==> src/udiv64_pkg.sv <==
`default_nettype none
// ----------------------------------------------------------------------------
// udiv64_pkg
// shared types and constants for the pipelined unsigned divider
// ----------------------------------------------------------------------------
package udiv64_pkg;

    // width of every operand and result port
    localparam int unsigned FIELD_W = 64;

    // control bits that travel with each request through the stages
    typedef struct packed {
        logic valid;
        logic den_zero;
    } step_ctrl_t;

endpackage : udiv64_pkg
`default_nettype wire

==> src/udiv64_step.sv <==
`default_nettype none
// ----------------------------------------------------------------------------
// udiv64_step
// one registered restoring division step: shift, trial subtract, restore
// ----------------------------------------------------------------------------
module udiv64_step
    import udiv64_pkg::*;
#(
    parameter int unsigned WIDTH = 64
)
(
    input  wire logic             clk,
    input  wire logic             rst_n,
    input  wire step_ctrl_t       ctrl_in,
    input  wire logic [WIDTH-1:0] part_in,
    input  wire logic [WIDTH-1:0] rq_in,
    input  wire logic [WIDTH-1:0] den_in,
    output step_ctrl_t            ctrl_out,
    output logic      [WIDTH-1:0] part_out,
    output logic      [WIDTH-1:0] rq_out,
    output logic      [WIDTH-1:0] den_out
);

    step_ctrl_t       ctrl_reg;
    logic [WIDTH-1:0] part_reg;
    logic [WIDTH-1:0] part_next;
    logic [WIDTH-1:0] rq_reg;
    logic [WIDTH-1:0] rq_next;
    logic [WIDTH-1:0] den_reg;

    logic [WIDTH:0]   trial;
    logic [WIDTH:0]   diff;
    logic             take;

    // partial remainder with the shifted-out bit kept on top
    assign trial = {part_in, rq_in[WIDTH-1]};
    assign diff  = trial - {1'b0, den_in};
    // no borrow means the extended remainder is at least the divisor
    assign take  = ~diff[WIDTH];

    always_comb
    begin
        if (take)
        begin
            part_next = diff[WIDTH-1:0];
        end
        else
        begin
            part_next = trial[WIDTH-1:0];
        end
        // dividend bits leave at the top, quotient bits enter at the bottom
        rq_next = {rq_in[WIDTH-2:0], take};
    end

    always_ff @(posedge clk or negedge rst_n)
    begin
        if (!rst_n)
        begin
            ctrl_reg <= '0;
        end
        else
        begin
            ctrl_reg <= ctrl_in;
        end
    end

    always_ff @(posedge clk)
    begin
        part_reg <= part_next;
        rq_reg   <= rq_next;
        den_reg  <= den_in;
    end

    assign ctrl_out = ctrl_reg;
    assign part_out = part_reg;
    assign rq_out   = rq_reg;
    assign den_out  = den_reg;

endmodule : udiv64_step
`default_nettype wire

==> config.mk <==
export PLATFORM = sky130hd
export DESIGN_NAME = udiv64_step
export DESIGN_NICKNAME = d
export VERILOG_FILES = /design/src/udiv64_pkg.sv /design/src/udiv64_step.sv
export SDC_FILE = /design/constraint.sdc
export NUM_CORES = 1
export LEC_CHECK = 0
export BUFFER_PORTS_ARGS = -buffer_cell sky130_fd_sc_hd__buf_2
export CAP_MARGIN = 20
export CORE_AREA = 2 2 153 155
export CTS_BUF_LIST = sky130_fd_sc_hd__clkbuf_4 sky130_fd_sc_hd__clkbuf_8
export DETAILED_ROUTE_END_ITERATION = 10
export DIE_AREA = 0 0 155 157
export PLACE_DENSITY = 0.68
export SYNTH_ARGS = -nofsm -noshare
export SYNTH_HDL_FRONTEND = slang
export SYNTH_SLANG_ARGS = --single-unit
==> constraint.sdc <==
create_clock -name clk -period 0.8 [get_ports clk]
set_input_delay 0.08 -clock clk [delete_from_list [all_inputs] [get_ports clk]]
set_output_delay 0.08 -clock clk [all_outputs]
set_load 0.01 [all_outputs]
## Yosys cells after proc, flatten, opt, wreduce, memory -nomap -nowiden

Cells that the tools add are included.

| storage, ports and cells | value |
|---|---|
| flip-flop bits (word level) | 194 |
| bits of input ports | 196 |
| logic and storage cells | 8 |

| cells by class | value |
|---|---|
| add/subtract/negate cells | 1 |
| multiplexer cells | 1 |
| bitwise logic cells | 1 |

Operator list:

| operator | count |
|---|---|
| 65-bit by 64-bit subtractor with 65-bit output | 1 |
| 64-bit two-way mux | 1 |
| 1-bit inverter | 1 |

## Depth between registers and ports, before layout

| depth | value |
|---|---|
| depth in word-level cells | 2 |
| mapped depth | 14 |

## Worst setup path after synthesis

Ideal clock, no wire load.

| timing | value |
|---|---|
| kind | input port to flip-flop |
| start point | input port den_in[26] |
| end point | register part_reg[59], in the netlist part_out[59] |
| arrival | 2.834 ns |
| setup slack | -2.158 ns |
| cell stages on the path | 10 |
| path through | inv_1 ha_1 a21o_1 or4b_1 or4b_4 a311o_1 a211oi_2 o21ai_1 mux2i_1 mux2_1 |

| on the way | value |
|---|---|
| longest elaborated chain between the ends | 2 |

RTL lines:

| item | RTL line | text |
|---|---|---|
| from (decl) | udiv64_step.sv:17 | `input wire logic [WIDTH-1:0] den_in,` |
| 65-bit by 64-bit subtractor with 65-bit output | udiv64_step.sv:37 | `assign diff = trial - {1'b0, den_in};` |
| 64-bit two-way mux | udiv64_step.sv:43 | `if (take)` |
| via part_next[59] | udiv64_step.sv:26 | `logic [WIDTH-1:0] part_next;` |
| to (signal assigned) | udiv64_step.sv:69 | `part_reg <= part_next;` |
| to (decl) | udiv64_step.sv:25 | `logic [WIDTH-1:0] part_reg;` |

The timed path passes the listed nets, and every way through them passes these cells.

## Worst setup path in the final report

| timing | value |
|---|---|
| start point | input port part_in[23] |
| end point | register part_reg[49], in the netlist part_out[49] |

| on the way | value |
|---|---|
| longest elaborated chain between the ends | 2 |

RTL lines:

| item | RTL line | text |
|---|---|---|
| from (decl) | udiv64_step.sv:15 | `input wire logic [WIDTH-1:0] part_in,` |
| 65-bit by 64-bit subtractor with 65-bit output | udiv64_step.sv:37 |  |
| 64-bit two-way mux | udiv64_step.sv:43 |  |
| via part_next[49] | udiv64_step.sv:26 |  |

The timed path passes the listed nets, and every way through them passes these cells.

==> results.ini <==
[status]
status = finished, violations left
violations = negative setup slack

[floorplan]
core_area_sq_um = 22500
die_h_um = 157
num_rows = 55
io_pins = 390
dieArea_sq_um = 24300
start_util = 0.397
fp.dieW_um = 155

[route]
wl_um = 39400
drt-initial-drc-count = 622
drcViolationCount = 0
ant_nets = 0
viasPerCell = 5.08
vias = 10600
wire_per_inst_um = 18.8
dr.pass1.iters = 6

[yosys]
syn_avg_cell_area_sq_um = 9.54
async_flop_share = 0.0103
synth_edf_count = 0
postSynthNetCount = 1197
netlist_area_sq_um = 8930
ys.flop_type = dfxtp_1
ys_ff_latch = 194
ys_warn_count = 0
synth_cell_types = 72
seq_area_frac_synth = 0.436
synthCells = 936

[clock_tree]
clk_pin_slew_ps = 120
cts_buffers = 17
cts_root_buf = clkbuf_8
clock_tree.buffer_depth = 2
h-tree-depth = 4
clock-sinks = 194
cts_tree = yes

[critical_path]
cp_data_arrival_time_ps = 2920
crit_top_cell = or4b_4
critical_path_peak_fanout = 5
end_kind = register
cpMaxStageDelayCell = or4b_4
path_class = input port to register
required_ps = 1180
critPathLaunchType = input port
slowest_delay_ps = 530
path_cells = buf_6 -> ha_4 -> a21oi_4 -> nor2_1 -> or4b_4 -> or4b_4 -> buf_4 -> a41oi_4 -> o41ai_4 -> a21oi_2 -> xnor2_1 -> mux2_4

[pwr]
p_per_area_nw_per_um2 = 1790
power.leakage_nw = 8.63
vdd_drop_max_mv = 1.38
p_seq_frac = 0.369
intPower_w = 0.0208
netSwitchingFraction = 0.332
power_w = 0.0311
combPwrFrac = 0.400
p_switching_w = 0.0103
p_clk_frac = 0.230

[timing]
finalCritPeriodShare = 3.18
finalSetupViolations = 259
fin_hold_ws_ps = 17.9
slew_headroom = 0.497
slew_viol_final = 0
finalCriticalPeriod_ps = 2540
max_freq_mhz = 394
max_slew.worst_pin.slew_ps = 748
totalNegativeSetupSlack_ps = -150730
finalHoldViolCount = 0
rsz0062_at_grt = yes
setup_ws_ps = -1740

[cells_and_area]
final_core_util = 0.773
nets = 2052
synthToLayoutAreaGrowth_pct = 94.7
fin_area_sq_um = 17400
drive_gt1_frac = 0.522

[grt]
grt_start_max_net_pins = 22
antenna_found_initial = 4
overflow = 0
track_usage = 0.283
grt_pass1_vias = 10800
grt_first_pass_wirelength_um = 54700

[placed_design]
gp_congestion = 0.880
dpl_cell_area_sq_um = 13500
io_buffers = 389
place_hpwl_um = 23600

[run]
maxCapViolCount = 0

[worst_hold_path]
worstHoldPathCells = 4
hold_path_class = input port to register

==> flip-flops by register name (all words and copies together) (netlist names) <==
register / flops
den_out: 64
part_out: 64
rq_out: 64
ctrl_out: 2
==> logic make-up after synthesis <==
logic type	after synthesis	share of synthesized area
buffers and inverters	121	0.0521
and+or+nand+nor	200	0.113
adders and majority gates	65	0.0919
muxes	63	0.0790
xor gates and xnor gates	57	0.0559
DFF	194	0.436
AOI/OAI and AO/OA	236	0.173
==> worst paths after layout <==
| kind | startpoint | to |
|---|---|---|
| min in group asynchronous | rst_n | ctrl_out[1] |
| worst max-delay path | part_in[23] | part_out[49] |
| worst min-delay path | part_in[61] | part_out[62] |
| max in group asynchronous | rst_n | ctrl_out[0] |
==> per-layer routing <==
metal	track usage	vias to the layer above	wire length (um)	part of all wire
met5	0	-	13	0.00033
met4	0.130	2	1810	0.046
met3	0.0518	131	2350	0.060
met2	0.533	456	21000	0.53
met1	0.308	5041	14200	0.36
li1	-	4992	-	-
==> worst max-delay path, delay by kind of cell <==
kind | cells | cell delay (ps)
compound gates | 4 | 790
xor+xnor | 1 | 110
fa+ha+maj | 1 | 250
buf+inv | 2 | 280
mux | 1 | 280
simple gates | 3 | 1120
==> synth_stat cells, drive strengths merged (6+ instances only) <==
cell    number  area share
a211oi       6      0.0056
a21o        32       0.027
a21oi       79       0.045
a31oi        8      0.0056
and3         9      0.0063
buf          7      0.0042
clkbuf      26       0.011
dfxtp      192        0.43
ha          64       0.090
inv         88       0.037
mux2        57       0.072
mux2i        6      0.0067
nand2       62       0.026
nand2b       8      0.0056
nand3       10      0.0056
nand4       22       0.015
nor2        42       0.018
nor2b       11      0.0077
nor3         8      0.0045
o21a         6      0.0050
o21ai       36       0.020
o21bai      15       0.013
or2          7      0.0049
xnor2       34       0.033
xor2        23       0.023
==> placed cells by master (no fill, tap or decap), types with 7 or more instances in the layout <==
cell / synthesis / final
buf_2: 6 / 280
buf_4: 1 / 263
dlygate4sd3_1: 0 / 194
buf_6: 0 / 117
dfxtp_2: 0 / 99
dfxtp_1: 192 / 93
inv_1: 87 / 80
a21oi_1: 78 / 66
nand2_1: 62 / 61
mux2_4: 1 / 56
ha_1: 64 / 45
nor2_1: 42 / 42
xnor2_1: 34 / 34
a21o_1: 32 / 32
xor2_1: 23 / 23
nand4_1: 22 / 22
ha_4: 0 / 17
clkbuf_8: 0 / 17
o21ai_1: 17 / 16
o21ai_0: 19 / 16
o21bai_1: 15 / 15
a21oi_2: 1 / 12
nand3_1: 10 / 10
nor2b_1: 11 / 10
nor3_1: 8 / 8
nand2b_1: 8 / 8
a31oi_1: 8 / 8
buf_12: 0 / 8
and3_1: 9 / 7
==> power groups by stage <==
| stage | Combinational (W) | Sequential [W] | Clock, W |
|---|---|---|---|
| final | 0.0125 | 0.0115 | 0.00717 |
| after global routing | 0.0132 | 0.0116 | 0.00761 |
| after CTS | 0.0114 | 0.0112 | 0.00715 |
| after detailed placement | 0.00945 | 0.0113 | 0 |
| after global placement | 0.00929 | 0.0113 | 0 |
| after floorplan | 0.00455 | 0.0120 | 0 |
==> final cells by class <==
| cell class | instances | area [sq um] |
|---|---|---|
| Antenna cell | 4 | 10.0 |
| Timing Repair Buffer | 868 | 6900 |
| Tap cell | 285 | 357 |
| Sequential cell | 194 | 4020 |
| Inverter | 88 | 373 |
| Timing Repair inverter | 1 | 11.3 |
| Fill cell | 1367 | 5110 |
| Multi-Input combinational cell | 621 | 5290 |
| Clock buffer | 17 | 234 |
| Clock inverter | 15 | 203 |
==> per-stage QoR <==
step,std cells,worst slack [ps]
floorplan,936,-1990
global placement,1835,-2280
detailed placement,1835,-2350
CTS,2085,-1690
global route,2093,-1810
finish,2093,-1740
==> timing repair <==
action	CTS	global route
buffers inserted	22	10
pin swaps	16	13
endpoints found under the hold margin	192	1
setup endpoints to repair	259	259
cloned	4	0
hold buffers	193	1
resized for setup	140	193
(Power assumes the default switching activity.)
